`src/rtl/core/cdc_pkg.sv`:
```
// Shared types, constants and small helper functions for the calendar date converter.
// Used by the channel interfaces, the shared adder, the year tracker, the top level and checker.
package cdc_pkg;

  typedef logic [11:0] year_t;
  typedef logic [3:0]  month_t;
  typedef logic [4:0]  day_t;
  typedef logic [16:0] daynum_t;
  typedef logic [17:0] acc_t;
  typedef logic [2:0]  wday_t;
  typedef logic [1:0]  status_t;

  localparam year_t FIRST_YEAR = 12'd1970;
  localparam year_t LAST_YEAR  = 12'd2199;
  localparam year_t EPOCH_YEAR = 12'd1970;

  localparam int unsigned EPOCH_MOD100 = 1970 % 100;
  localparam int unsigned EPOCH_MOD400 = 1970 % 400;

  localparam wday_t EPOCH_WDAY = 3'd4;
  localparam logic [8:0] YEAR_DAYS = 9'd365;

  localparam status_t ST_OK      = 2'd0;
  localparam status_t ST_BAD_DAY = 2'd1;
  localparam status_t ST_RANGE   = 2'd2;

  localparam logic CMD_TO_DAYS = 1'b0;
  localparam logic CMD_TO_DATE = 1'b1;

  localparam month_t MONTH_FIRST = 4'd1;
  localparam month_t MONTH_LAST  = 4'd12;
  localparam month_t MONTH_FEB   = 4'd2;

  typedef struct packed {
    acc_t a;
    acc_t b;
    logic sub;
  } alu_req_t;

  typedef struct packed {
    logic init;
    logic step;
  } cal_ctrl_t;

  function automatic day_t days_of_month(input logic leap, input month_t mo);
    day_t len;
    case (mo)
      MONTH_FEB:               len = leap ? 5'd29 : 5'd28;
      4'd4, 4'd6, 4'd9, 4'd11: len = 5'd30;
      default:                 len = 5'd31;
    endcase
    return len;
  endfunction

  function automatic wday_t mod7(input day_t x);
    day_t v;
    v = x;
    if (v >= 5'd28) v = v - 5'd28;
    if (v >= 5'd14) v = v - 5'd14;
    if (v >= 5'd7)  v = v - 5'd7;
    return v[2:0];
  endfunction

  function automatic wday_t wday_add(input wday_t wd, input day_t k);
    logic [3:0] s;
    s = {1'b0, wd} + {1'b0, mod7(k)};
    if (s >= 4'd7) s = s - 4'd7;
    return s[2:0];
  endfunction

endpackage

```
`src/rtl/core/cdc_if.sv`:
```
// Valid/ready channel interfaces for request items and result items.
// Depends on cdc_pkg for the field types.
interface cdc_in_if import cdc_pkg::*; ();
  logic    valid;
  logic    ready;
  logic    command;
  year_t   in_year;
  month_t  in_month;
  day_t    in_day;
  daynum_t in_day_number;

  modport source (output valid, command, in_year, in_month, in_day, in_day_number,
                  input ready);
  modport sink (input valid, command, in_year, in_month, in_day, in_day_number,
                output ready);
endinterface

interface cdc_out_if import cdc_pkg::*; ();
  logic    valid;
  logic    ready;
  daynum_t out_day_number;
  year_t   out_year;
  month_t  out_month;
  day_t    out_day;
  wday_t   weekday;
  status_t status;

  modport source (output valid, out_day_number, out_year, out_month, out_day, weekday,
                  status, input ready);
  modport sink (input valid, out_day_number, out_year, out_month, out_day, weekday,
                status, output ready);
endinterface

```
`src/rtl/core/cdc_alu.sv`:
```
// Shared add/subtract unit used for every year, month and day step of a conversion.
// Depends on cdc_pkg for the request struct.
module cdc_alu import cdc_pkg::*; (
  input  alu_req_t req,
  output acc_t     res,
  output logic     carry
);

  logic [18:0] full;

  always_comb begin
    if (req.sub) begin
      full = {1'b0, req.a} - {1'b0, req.b};
    end else begin
      full = {1'b0, req.a} + {1'b0, req.b};
    end
  end

  assign res   = full[17:0];
  assign carry = full[18];

endmodule

```
`src/rtl/core/cdc_cal.sv`:
```
// Year counter that walks forward from the epoch and tracks the Gregorian leap rule.
// Depends on cdc_pkg for types and epoch constants.
module cdc_cal import cdc_pkg::*; (
  input  logic       clk,
  input  logic       rst_n,
  input  cal_ctrl_t  ctrl,
  output year_t      year,
  output logic       leap,
  output logic [8:0] year_len
);

  year_t      yr_r, yr_nxt;
  logic [6:0] c100_r, c100_nxt;
  logic [8:0] c400_r, c400_nxt;

  always_comb begin
    yr_nxt   = yr_r;
    c100_nxt = c100_r;
    c400_nxt = c400_r;
    if (ctrl.init) begin
      yr_nxt   = EPOCH_YEAR;
      c100_nxt = 7'(EPOCH_MOD100);
      c400_nxt = 9'(EPOCH_MOD400);
    end else if (ctrl.step) begin
      yr_nxt   = yr_r + 12'd1;
      c100_nxt = (c100_r == 7'd99) ? 7'd0 : c100_r + 7'd1;
      c400_nxt = (c400_r == 9'd399) ? 9'd0 : c400_r + 9'd1;
    end
  end

  always_ff @(posedge clk) begin
    if (!rst_n) begin
      yr_r   <= EPOCH_YEAR;
      c100_r <= 7'(EPOCH_MOD100);
      c400_r <= 9'(EPOCH_MOD400);
    end else begin
      yr_r   <= yr_nxt;
      c100_r <= c100_nxt;
      c400_r <= c400_nxt;
    end
  end

  assign year     = yr_r;
  assign leap     = ((yr_r[1:0] == 2'd0) && (c100_r != 7'd0)) || (c400_r == 9'd0);
  assign year_len = YEAR_DAYS + {8'd0, leap};

endmodule

```
`src/rtl/core/calendar_date_day_number_converter.sv`:
```
// Top level of the Gregorian date to day number converter and its inverse.
// Depends on cdc_pkg, cdc_if, cdc_alu and cdc_cal.

// Each item either turns a year, month and day into days since 1970-01-01 or turns a day
// number back into a date, and always returns one result item with the weekday (0 is Sunday)
// and a status. Work is done by one shared adder that steps one year per cycle from 1970 and
// then one month per cycle. The input is ready again in the cycle after the result is loaded.
// The block takes one item at a time; a finished result waits in the output register while
// the next item is worked on.
module calendar_date_day_number_converter import cdc_pkg::*; (
  input logic       clk,
  input logic       rst_n,
  cdc_in_if.sink    in_ch,
  cdc_out_if.source out_ch
);

  localparam logic [2:0] S_IDLE  = 3'd0;
  localparam logic [2:0] S_YEAR  = 3'd1;
  localparam logic [2:0] S_MONTH = 3'd2;
  localparam logic [2:0] S_DAYS  = 3'd3;
  localparam logic [2:0] S_DONE  = 3'd4;

  logic [2:0] state_r, state_nxt;
  logic       cmd_r, cmd_nxt;
  year_t      y_r, y_nxt;
  month_t     m_r, m_nxt;
  day_t       d_r, d_nxt;
  daynum_t    n_r, n_nxt;
  acc_t       acc_r, acc_nxt;
  month_t     mo_r, mo_nxt;
  wday_t      wd_r, wd_nxt;
  logic       ovf_r, ovf_nxt;
  status_t    st_r, st_nxt;

  logic       out_valid_r;
  daynum_t    out_num_r;
  year_t      out_year_r;
  month_t     out_month_r;
  day_t       out_day_r;
  wday_t      out_wday_r;
  status_t    out_status_r;

  alu_req_t   alu_req;
  acc_t       alu_res;
  logic       alu_carry;
  cal_ctrl_t  cal_ctrl;
  year_t      cal_year;
  logic       cal_leap;
  logic [8:0] cal_ylen;
  day_t       mlen;
  day_t       ymod;
  logic       load;
  logic       ok;

  cdc_alu u_alu (
    .req   (alu_req),
    .res   (alu_res),
    .carry (alu_carry)
  );

  cdc_cal u_cal (
    .clk      (clk),
    .rst_n    (rst_n),
    .ctrl     (cal_ctrl),
    .year     (cal_year),
    .leap     (cal_leap),
    .year_len (cal_ylen)
  );

  assign in_ch.ready = (state_r == S_IDLE);
  assign load        = (state_r == S_DONE) && (!out_valid_r || out_ch.ready);
  assign mlen        = days_of_month(cal_leap, (state_r == S_YEAR) ? m_r : mo_r);
  assign ymod        = cal_leap ? 5'd2 : 5'd1;

  always_comb begin
    alu_req.a   = acc_r;
    alu_req.sub = (cmd_r == CMD_TO_DATE);
    unique case (state_r)
      S_YEAR:  alu_req.b = {9'd0, cal_ylen};
      S_MONTH: alu_req.b = {13'd0, mlen};
      default: alu_req.b = {13'd0, d_r - 5'd1};
    endcase
  end

  always_comb begin
    state_nxt     = state_r;
    cmd_nxt       = cmd_r;
    y_nxt         = y_r;
    m_nxt         = m_r;
    d_nxt         = d_r;
    n_nxt         = n_r;
    acc_nxt       = acc_r;
    mo_nxt        = mo_r;
    wd_nxt        = wd_r;
    ovf_nxt       = ovf_r;
    st_nxt        = st_r;
    cal_ctrl.init = 1'b0;
    cal_ctrl.step = 1'b0;
    unique case (state_r)
      S_IDLE: begin
        if (in_ch.valid) begin
          cmd_nxt       = in_ch.command;
          y_nxt         = in_ch.in_year;
          m_nxt         = in_ch.in_month;
          d_nxt         = in_ch.in_day;
          n_nxt         = in_ch.in_day_number;
          acc_nxt       = (in_ch.command == CMD_TO_DATE) ? {1'b0, in_ch.in_day_number} : '0;
          mo_nxt        = MONTH_FIRST;
          wd_nxt        = EPOCH_WDAY;
          ovf_nxt       = 1'b0;
          st_nxt        = ST_OK;
          cal_ctrl.init = 1'b1;
          state_nxt     = S_YEAR;
          if ((in_ch.command == CMD_TO_DAYS) &&
              ((in_ch.in_year < FIRST_YEAR) || (in_ch.in_year > LAST_YEAR) ||
               (in_ch.in_year < EPOCH_YEAR) ||
               (in_ch.in_month < MONTH_FIRST) || (in_ch.in_month > MONTH_LAST))) begin
            st_nxt    = ST_RANGE;
            state_nxt = S_DONE;
          end
        end
      end
      S_YEAR: begin
        if (cmd_r == CMD_TO_DAYS) begin
          if (cal_year == y_r) begin
            if ((d_r == 5'd0) || (d_r > mlen)) begin
              st_nxt    = ST_BAD_DAY;
              state_nxt = S_DONE;
            end else begin
              state_nxt = S_MONTH;
            end
          end else begin
            acc_nxt       = alu_res;
            ovf_nxt       = ovf_r | alu_res[17];
            wd_nxt        = wday_add(wd_r, ymod);
            cal_ctrl.step = 1'b1;
          end
        end else begin
          if (cal_year > LAST_YEAR) begin
            st_nxt    = ST_RANGE;
            state_nxt = S_DONE;
          end else if (!alu_carry) begin
            acc_nxt       = alu_res;
            wd_nxt        = wday_add(wd_r, ymod);
            cal_ctrl.step = 1'b1;
          end else if (cal_year < FIRST_YEAR) begin
            st_nxt    = ST_RANGE;
            state_nxt = S_DONE;
          end else begin
            state_nxt = S_MONTH;
          end
        end
      end
      S_MONTH: begin
        if (cmd_r == CMD_TO_DAYS) begin
          if (mo_r == m_r) begin
            state_nxt = S_DAYS;
          end else begin
            acc_nxt = alu_res;
            ovf_nxt = ovf_r | alu_res[17];
            wd_nxt  = wday_add(wd_r, mlen);
            mo_nxt  = mo_r + 4'd1;
          end
        end else begin
          if (!alu_carry) begin
            acc_nxt = alu_res;
            wd_nxt  = wday_add(wd_r, mlen);
            mo_nxt  = mo_r + 4'd1;
          end else begin
            state_nxt = S_DAYS;
          end
        end
      end
      S_DAYS: begin
        if (cmd_r == CMD_TO_DAYS) begin
          acc_nxt = alu_res;
          wd_nxt  = wday_add(wd_r, d_r - 5'd1);
          if (ovf_r || alu_res[17]) begin
            st_nxt = ST_RANGE;
          end
        end else begin
          wd_nxt = wday_add(wd_r, acc_r[4:0]);
        end
        state_nxt = S_DONE;
      end
      S_DONE: begin
        if (load) begin
          state_nxt = S_IDLE;
        end
      end
      default: begin
        state_nxt = S_IDLE;
      end
    endcase
  end

  always_ff @(posedge clk) begin
    if (!rst_n) begin
      state_r <= S_IDLE;
    end else begin
      state_r <= state_nxt;
    end
  end

  always_ff @(posedge clk) begin
    cmd_r <= cmd_nxt;
    y_r   <= y_nxt;
    m_r   <= m_nxt;
    d_r   <= d_nxt;
    n_r   <= n_nxt;
    acc_r <= acc_nxt;
    mo_r  <= mo_nxt;
    wd_r  <= wd_nxt;
    ovf_r <= ovf_nxt;
    st_r  <= st_nxt;
  end

  assign ok = (st_r == ST_OK);

  always_ff @(posedge clk) begin
    if (!rst_n) begin
      out_valid_r <= 1'b0;
    end else if (load) begin
      out_valid_r <= 1'b1;
    end else if (out_ch.ready) begin
      out_valid_r <= 1'b0;
    end
  end

  always_ff @(posedge clk) begin
    if (load) begin
      out_status_r <= st_r;
      out_wday_r   <= ok ? wd_r : '0;
      out_year_r   <= ok ? cal_year : '0;
      if (!ok) begin
        out_num_r   <= '0;
        out_month_r <= '0;
        out_day_r   <= '0;
      end else if (cmd_r == CMD_TO_DATE) begin
        out_num_r   <= n_r;
        out_month_r <= mo_r;
        out_day_r   <= acc_r[4:0] + 5'd1;
      end else begin
        out_num_r   <= acc_r[16:0];
        out_month_r <= m_r;
        out_day_r   <= d_r;
      end
    end
  end

  assign out_ch.valid          = out_valid_r;
  assign out_ch.out_day_number = out_num_r;
  assign out_ch.out_year       = out_year_r;
  assign out_ch.out_month      = out_month_r;
  assign out_ch.out_day        = out_day_r;
  assign out_ch.weekday        = out_wday_r;
  assign out_ch.status         = out_status_r;

endmodule

```
`src/flat_wrapper.sv`:
```
// flat-port wrapper written by rule: the top's interface ports become plain ports
module calendar_date_day_number_converter_flat import cdc_pkg::*;
  (clk, rst_n, in_ch_valid, in_ch_command, in_ch_in_year, in_ch_in_month, in_ch_in_day, in_ch_in_day_number, in_ch_ready, out_ch_valid, out_ch_out_day_number, out_ch_out_year, out_ch_out_month, out_ch_out_day, out_ch_weekday, out_ch_status, out_ch_ready);
  cdc_in_if in_ch_i ();
  cdc_out_if out_ch_i ();
  input logic clk;
  input logic rst_n;
  input wire logic [$bits(in_ch_i.valid)-1:0] in_ch_valid;
  input wire logic [$bits(in_ch_i.command)-1:0] in_ch_command;
  input wire logic [$bits(in_ch_i.in_year)-1:0] in_ch_in_year;
  input wire logic [$bits(in_ch_i.in_month)-1:0] in_ch_in_month;
  input wire logic [$bits(in_ch_i.in_day)-1:0] in_ch_in_day;
  input wire logic [$bits(in_ch_i.in_day_number)-1:0] in_ch_in_day_number;
  output wire logic [$bits(in_ch_i.ready)-1:0] in_ch_ready;
  output wire logic [$bits(out_ch_i.valid)-1:0] out_ch_valid;
  output wire logic [$bits(out_ch_i.out_day_number)-1:0] out_ch_out_day_number;
  output wire logic [$bits(out_ch_i.out_year)-1:0] out_ch_out_year;
  output wire logic [$bits(out_ch_i.out_month)-1:0] out_ch_out_month;
  output wire logic [$bits(out_ch_i.out_day)-1:0] out_ch_out_day;
  output wire logic [$bits(out_ch_i.weekday)-1:0] out_ch_weekday;
  output wire logic [$bits(out_ch_i.status)-1:0] out_ch_status;
  input wire logic [$bits(out_ch_i.ready)-1:0] out_ch_ready;
  assign in_ch_i.valid = in_ch_valid;
  assign in_ch_i.command = in_ch_command;
  assign in_ch_i.in_year = in_ch_in_year;
  assign in_ch_i.in_month = in_ch_in_month;
  assign in_ch_i.in_day = in_ch_in_day;
  assign in_ch_i.in_day_number = in_ch_in_day_number;
  assign in_ch_ready = in_ch_i.ready;
  assign out_ch_valid = out_ch_i.valid;
  assign out_ch_out_day_number = out_ch_i.out_day_number;
  assign out_ch_out_year = out_ch_i.out_year;
  assign out_ch_out_month = out_ch_i.out_month;
  assign out_ch_out_day = out_ch_i.out_day;
  assign out_ch_weekday = out_ch_i.weekday;
  assign out_ch_status = out_ch_i.status;
  assign out_ch_i.ready = out_ch_ready;
  calendar_date_day_number_converter u_core (.clk(clk), .rst_n(rst_n), .in_ch(in_ch_i), .out_ch(out_ch_i));
endmodule
```
`config.mk`:
```
export PLATFORM = sky130hd
export DESIGN_NAME = calendar_date_day_number_converter_flat
export DESIGN_NICKNAME = d
export VERILOG_FILES = /design/src/rtl/core/cdc_pkg.sv /design/src/rtl/core/cdc_if.sv /design/src/rtl/core/cdc_alu.sv /design/src/rtl/core/cdc_cal.sv /design/src/rtl/core/calendar_date_day_number_converter.sv /design/src/flat_wrapper.sv
export SDC_FILE = /design/constraint.sdc
export NUM_CORES = 1
export LEC_CHECK = 0
export BUFFER_PORTS_ARGS = -buffer_cell sky130_fd_sc_hd__buf_2
export CAP_MARGIN = 20
export CORE_MARGIN = 4
export CORE_UTILIZATION = 29
export CTS_CLUSTER_SIZE = 40
export DETAILED_ROUTE_END_ITERATION = 10
export HOLD_SLACK_MARGIN = 0.02
export PLACE_DENSITY_LB_ADDON = 0.25
export SYNTH_ARGS = -nofsm -noshare
export SYNTH_HDL_FRONTEND = slang
export SYNTH_SLANG_ARGS = --single-unit
```
`constraint.sdc`:
```
create_clock -name clk -period 10.7 [get_ports clk]
set_clock_uncertainty 0.1 [all_clocks]
set_input_delay 2.14 -clock clk [delete_from_list [all_inputs] [get_ports clk]]
set_output_delay 2.14 -clock clk [all_outputs]
set_load 0.01 [all_outputs]
```
==> results of run 1 <==
per-stage QoR:
step                cell area, um^2  power (mW)  setup WS [ns]  instances  hold WS, ns
floorplan                      8810        2.52           3.76        906        0.342
global placement               9640        3.00           4.16       1350        0.380
detailed placement             9640        3.03           3.91       1350        0.390
CTS                           10300        3.72           3.88       1382        0.402
global route                  10300        4.03           3.26       1384        0.429
finish                        10300        3.69           3.84       1384        0.395
worst max path at each step:
| stage | start | endpoint | slack (ns) | cells past startpoint |
|---|---|---|---|---|
| after floorplan | out_ch_ready | u_core.out_ch.out_day[0] | 3.76 | 2 |
| after global placement | u_core.d_r[0] | u_core.wd_r[1] | 4.16 | 28 |
| after detailed placement | u_core.d_r[0] | u_core.wd_r[1] | 3.91 | 28 |
| after CTS | u_core.d_r[0] | u_core.wd_r[1] | 3.88 | 28 |
| after global routing | u_core.d_r[0] | u_core.wd_r[1] | 3.26 | 28 |
| final | u_core.d_r[0] | u_core.wd_r[1] | 3.84 | 28 |
flip-flops by register name (all words and copies together) (netlist names), 4 cells and up:
signal                        flops
u_core.y_r                       12
u_core.m_r                        4
u_core.out_ch.out_day             5
u_core.mo_r                       4
u_core.u_cal.year                12
u_core.out_ch.out_year           12
u_core.acc_r                     18
u_core.n_r                       17
u_core.u_cal.c400_r               9
u_core.d_r                        5
u_core.out_ch.out_month           4
u_core.u_cal.c100_r               7
u_core.out_ch.out_day_number     17
final cells by class:
type,instances,share of cell area
antenna,2,0.000487
timing repair buffer,97,0.0496
tap,390,0.0474
multi-input combinational,677,0.440
inverter,44,0.0161
clock inverter,14,0.0209
sequential,142,0.383
clock buffer,18,0.0417
metal layers:
layer	wire length [um]	GRT usage	vias up
li1	-	-	3464
met1	10900	0.187	3298
met2	10500	0.217	136
met3	844	0.0283	23
met4	334	0.0471	2
met5	13	0	-
synth_stat cells, types with 3 or more instances:
| cell | count | area (um^2) |
|---|---|---|
| edfxtp_1 | 110 | 3300 |
| nor2_1 | 80 | 300 |
| a21oi_1 | 69 | 345 |
| nand2_1 | 65 | 244 |
| o21ai_0 | 64 | 320 |
| ha_1 | 55 | 688 |
| inv_1 | 43 | 161 |
| nand3_1 | 43 | 215 |
| dfxtp_1 | 32 | 641 |
| clkbuf_1 | 31 | 116 |
| mux2i_1 | 31 | 310 |
| xor2_1 | 31 | 272 |
| xnor2_1 | 30 | 263 |
| and2_1 | 16 | 100 |
| nand2b_1 | 14 | 87.6 |
| nor3_1 | 14 | 70.1 |
| a31oi_1 | 12 | 75.1 |
| or2_2 | 12 | 75.1 |
| a211oi_1 | 11 | 82.6 |
| a21o_1 | 10 | 75.1 |
| nand4_1 | 10 | 62.6 |
| nor4_1 | 9 | 56.3 |
| or3_1 | 9 | 56.3 |
| and3_1 | 8 | 50.1 |
| buf_2 | 8 | 40.0 |
| o211ai_1 | 8 | 60.1 |
| nor2b_1 | 7 | 43.8 |
| fa_1 | 5 | 100 |
| nand3b_1 | 5 | 37.5 |
| o21a_1 | 4 | 30.0 |
| o21bai_1 | 4 | 30.0 |
| o31ai_1 | 4 | 30.0 |
| or4_1 | 4 | 30.0 |
| buf_6 | 3 | 33.8 |
| o221ai_1 | 3 | 26.3 |
power groups by stage:
stage	Combinational [mW]	Clock, mW	Sequential, mW
floorplan	1.54	0	0.973
global placement	2.00	0	0.997
detailed placement	2.03	0	0.999
CTS	2.05	0.678	0.989
global route	2.32	0.698	1.01
finish	2.04	0.660	0.987
worst min-delay path: stages (launching register included):
cell and delay, ns:
dfxtp_1 0.33, nand2_1 0.06, a21oi_1 0.05
cells by family (layout without fill, tap and decap cells):
group / Yosys count / count (layout) / share of synthesized area
XOR/XNOR: 61 / 61 / 0.0606
multiplexers: 32 / 32 / 0.0365
other: 0 / 2 / 0
AND/OR/NAND/NOR: 308 / 308 / 0.175
adder cells (fa/ha/maj): 60 / 60 / 0.0894
flip-flops: 142 / 142 / 0.447
buffers and inverters: 87 / 173 / 0.0412
AO/OA/AOI/OAI: 216 / 216 / 0.150
==> run_results.csv, run 1 <==
group,metric,value,unit
critical_path,reg2regPathDepth,28,
power_and_ir_drop,p_comb_frac,0.553,
sta,slew_headroom,0.328,
placed_design,place_congestion,0.846,
global_routing,grt_pass1_vias,6771,
floorplan,die_h,182,um
detailed_routing,drtIter0Drc,428,
yosys,synthArstFlopShare,0,
floorplan,rows,63,
power_and_ir_drop,p_leak,4.01,nW
floorplan,start_util,0.296,
sta,max_freq,0.146,GHz
critical_path,crit_fanout,11,
yosys,ys_seq_area_frac,0.447,
placed_design,io_buffer_count,87,
critical_path,reg2reg_to,"u_core.wd_r[1]",
global_routing,antenna_found_initial,3,
yosys,synth_warnings,0,
cts,cts_setup_buffers,0,
layout,final_cell_mix,"110 x edfxtp_1, 87 x buf_2, 78 x nor2_1",
layout,nFillCells,3059,
critical_path,crit_buf_inv,4,
layout,post-route-util,0.345,
yosys,avgSynthCellArea,9.73,um^2
critical_path,cpMostUsedCell,"ha_1",
critical_path,crit_family,"adder cells",
sta,final.min_clock_period,6.86,ns
yosys,yosysUniqueCellTypes,67,
power_and_ir_drop,p_int,2.07,mW
sta,tightest_slew,1.01,ns
floorplan,floorplan.die.width,182,um
cts,cts_buffer_depth,2,
cts,numCtsBuffers,17,
cts,cts_hold_buf,0,
critical_path,worst_setup_path_start_kind,"flip-flop",
global_routing,grt_max_degree,40,
power_and_ir_drop,seqPwrFrac,0.268,
yosys,synthCells,906,
detailed_routing,wl,22600,um
detailed_routing,ant_nets,0,
detailed_routing,vias,6923,
global_routing,grt_pass1_wl,36300,um
sta,rsz0062_at_grt,"false",
power_and_ir_drop,power.density,358,nW/um^2
cts,cts_root_buf,"clkbuf_16",
cts,cts.reportedPaths.clkPinSlew,0.07,ns
floorplan,ioPinCount,88,
yosys,yosys_most_used_dff,"edfxtp_1",
yosys,syn-cell-area,8810,um^2
hold_path,worstHoldEndpoint,"u_core.u_cal.c100_r[0]",
critical_path,cp.required,10.76,ns
critical_path,cpMaxStageDelayCell,"edfxtp_1",
sta,tns,0,ns
detailed_routing,route.detailed.drc,0,
detailed_routing,vias_per_cell,5.00,
sta,post-route-period-util,0.641,
layout,nNetsFinal,1082,
global_routing,grtUsageTotal,0.137,
critical_path,r2r-start,"u_core.d_r[0]",
power_and_ir_drop,p_switching,1.61,mW
detailed_routing,drt-pass1-iter-count,5,
cts,clk_latency,0.43,ns
yosys,ys_seq_elements,142,
layout,drive_above_1_share,0.153,
sta,maxSlewViolCount,0,
power_and_ir_drop,p_clk_frac,0.179,
cts,cts_tree,"built",
sta,hold_viol,0,
floorplan,core_area,29800,um^2
critical_path,r2r_slack,3.84,ns
hold_path,hold_path_depth,2,
layout,multiInputGateArea,4530,um^2
power_and_ir_drop,peakVddDrop,0.000175,V
cts,cts_resized,0,
layout,syn_to_final_growth,16.7,%
layout,layout_commonest_cell,"edfxtp_1",
hold_path,hp-class,"flip-flop to flip-flop",
floorplan,dieArea,33200,um^2
job,max_cap_violations,0,
run_status,status,"finished, final reports clean",
sta,setup_viol,0,
global_routing,overflow,0,
hold_path,min_from,"u_core.u_cal.c100_r[0]",
detailed_routing,wire_per_inst,16.3,um
critical_path,cpPeakStageDelay,0.58,ns
critical_path,criticalPathCategory,"flip-flop to flip-flop",
critical_path,worstSetupEndpointType,"flip-flop",
yosys,synth-edff-count,110,
yosys,synth_fp_nets,1009,
power_and_ir_drop,p_sw_frac,0.438,
layout,register_area,3940,um^2
critical_path,arrival,6.92,ns
placed_design,hpwlAfterDp,16000,um
cts,htree_levels,4,
cts,cts.sinks,142,
Power figures use the tool's default switching activity.
==> inputs of run 2 (changes only) <==
==> constraint.sdc (replaced) <==
create_clock -name clk -period 7.1 [get_ports clk]
set_clock_uncertainty 0.1 [all_clocks]
set_input_delay 1.42 -clock clk [delete_from_list [all_inputs] [get_ports clk]]
set_output_delay 1.42 -clock clk [all_outputs]
set_load 0.01 [all_outputs]
==> run 2 against run 1 <==
Compared with the run above: final area increased by 0.96%; utilization increased by 0.33 points; power increased by 51%; first-iteration DRC count increased by 11%; sequential cell count unchanged; final cell count increased by 1.0%; critical path type unchanged; critical endpoint unchanged.
==> run_results.csv, run 2 (synthesis gave the netlist of run 1 again) <==
group,metric,value,unit
floorplan,die_h,182,um
layout,post-route-util,0.349,
detailed_routing,wire_per_inst,16.0,um
sta,setup_viol,0,
layout,largest_register_ff_count,18,
placed_design,dp.cells,1362,
floorplan,core_area,29800,um^2
global_routing,overflow,0,
sta,hold_viol,0,
layout,nFillCells,3031,
cts,cts_tree,"built",
layout,layout_commonest_cell,"edfxtp_1",
global_routing,grt_max_degree,40,
critical_path,cpPeakStageDelay,0.51,ns
sta,tns,0,ns
floorplan,start_util,0.296,
power_and_ir_drop,peakVddDrop,0.000223,V
sta,maxSlewViolCount,0,
cts,cts_hold_buf,0,
critical_path,worst_setup_path_start_kind,"flip-flop",
sta,tightest_slew,0.836,ns
layout,final_cell_mix,"110 x edfxtp_1, 87 x buf_2, 78 x nor2_1",
global_routing,grt_pass1_wl,35600,um
sta,final.min_clock_period,6.48,ns
critical_path,arrival,6.54,ns
critical_path,cpMaxStageDelayCell,"fa_1",
layout,regMostFlops,"u_core.acc_r",
critical_path,crit_fanout,11,
cts,htree_levels,4,
global_routing,grtUsageTotal,0.135,
placed_design,dpl_worst_slack,0.596,ns
layout,fin_cells,1398,
detailed_routing,wl,22400,um
job,max_cap_violations,0,
cts,numCtsBuffers,17,
placed_design,hpwlAfterDp,16000,um
global_routing,antenna_found_initial,2,
critical_path,criticalPathCategory,"flip-flop to flip-flop",
layout,syn_to_final_growth,17.8,%
cts,cts_resized,0,
floorplan,ioPinCount,88,
layout,nNetsFinal,1096,
cts,cts.sinks,142,
floorplan,dieArea,33200,um^2
hold_path,hp-class,"flip-flop to flip-flop",
floorplan,rows,63,
sta,slew_headroom,0.436,
cts,cts.reportedPaths.clkPinSlew,0.07,ns
sta,rsz0062_at_grt,"false",
critical_path,cpMostUsedCell,"ha_1",
global_routing,grt_pass1_vias,6676,
cts,cts_setup_buffers,0,
run_status,status,"finished, final reports clean",
placed_design,io_buffer_count,87,
sta,max_freq,0.154,GHz
detailed_routing,route.detailed.drc,0,
detailed_routing,drt-pass1-iter-count,5,
detailed_routing,ant_nets,0,
power_and_ir_drop,total_power,5.56,mW
cts,cts_buffer_depth,2,
power_and_ir_drop,p_leak,4.07,nW
layout,drive_above_1_share,0.167,
detailed_routing,vias_per_cell,4.97,
sta,post-route-period-util,0.912,
floorplan,floorplan.die.width,182,um
detailed_routing,vias,6942,
critical_path,worstSetupEndpointType,"flip-flop",
power_and_ir_drop,power.density,535,nW/um^2
sta,layout_setup_ws,0.622,ns
cts,clk_latency,0.43,ns
cts,cts_root_buf,"clkbuf_16",
detailed_routing,drtIter0Drc,475,
critical_path,cp.required,7.16,ns
placed_design,place_congestion,0.830,
## run 2: changes by cell type in the layout (fill, tap and decap cells not counted)
cell        previous run  this run
buf_4                 10        23
buf_6                  0         1
bufinv_16              5         4
clkbuf_1               1         0
clkinv_1               2         1
clkinv_2               1         0
clkinv_4               1         0
clkinvlp_4             4         6
inv_6                  2         5
## run 2: where the power goes
part | internal (mW) | switching (mW)
Clock | 0.593 | 0.381
Combinational | 1.25 | 1.86
Sequential | 1.29 | 0.187
## run 2: cell type report
type / count / area (um^2) / area share
repair buffers: 111 / 619 / 0.0596
clock buffers: 17 / 425 / 0.0410
inverters: 44 / 165 / 0.0159
multi-input cells: 677 / 4530 / 0.436
diodes: 2 / 5.00 / 0.000482
well taps: 390 / 488 / 0.0470
flip-flops and latches: 142 / 3940 / 0.380
clock inverters: 15 / 209 / 0.0201
## run 2: final timing paths
path | startpoint | to | slack, ns | cells after the start
min | u_core.st_r[1] | u_core.out_ch.status[1] | 0.38 | 0
min reg2reg | u_core.st_r[1] | u_core.out_ch.status[1] | 0.38 | 0
max reg2reg | u_core.d_r[0] | u_core.wd_r[1] | 0.62 | 28
max | u_core.d_r[0] | u_core.wd_r[1] | 0.62 | 28
## run 2: layer usage
metal  track usage  vias to the layer above  wire [um]
met5             0                        -          0
met4        0.0444                        0        365
met3        0.0271                       22        850
met2         0.215                      132      10400
met1         0.185                     3304      10800
li1              -                     3484          -
## run 2: critical path: cells and delay by family (launching register included)
kind	cells	cell delay [ns]
flops	1	0.50
fa+ha+maj	7	2.06
mux	1	0.22
buf+inv	4	0.39
simple gates	6	0.94
xor+xnor	3	0.55
compound gates	7	1.42
## run 2: through the flow
stage	cell area, um^2	hold slack [ns]
6_report	10400	0.378
5_1_grt	10400	0.391
4_1_cts	10400	0.375
3_5_place_dp	9730	0.358
3_3_place_gp	9720	0.358
2_1_floorplan	8810	0.342
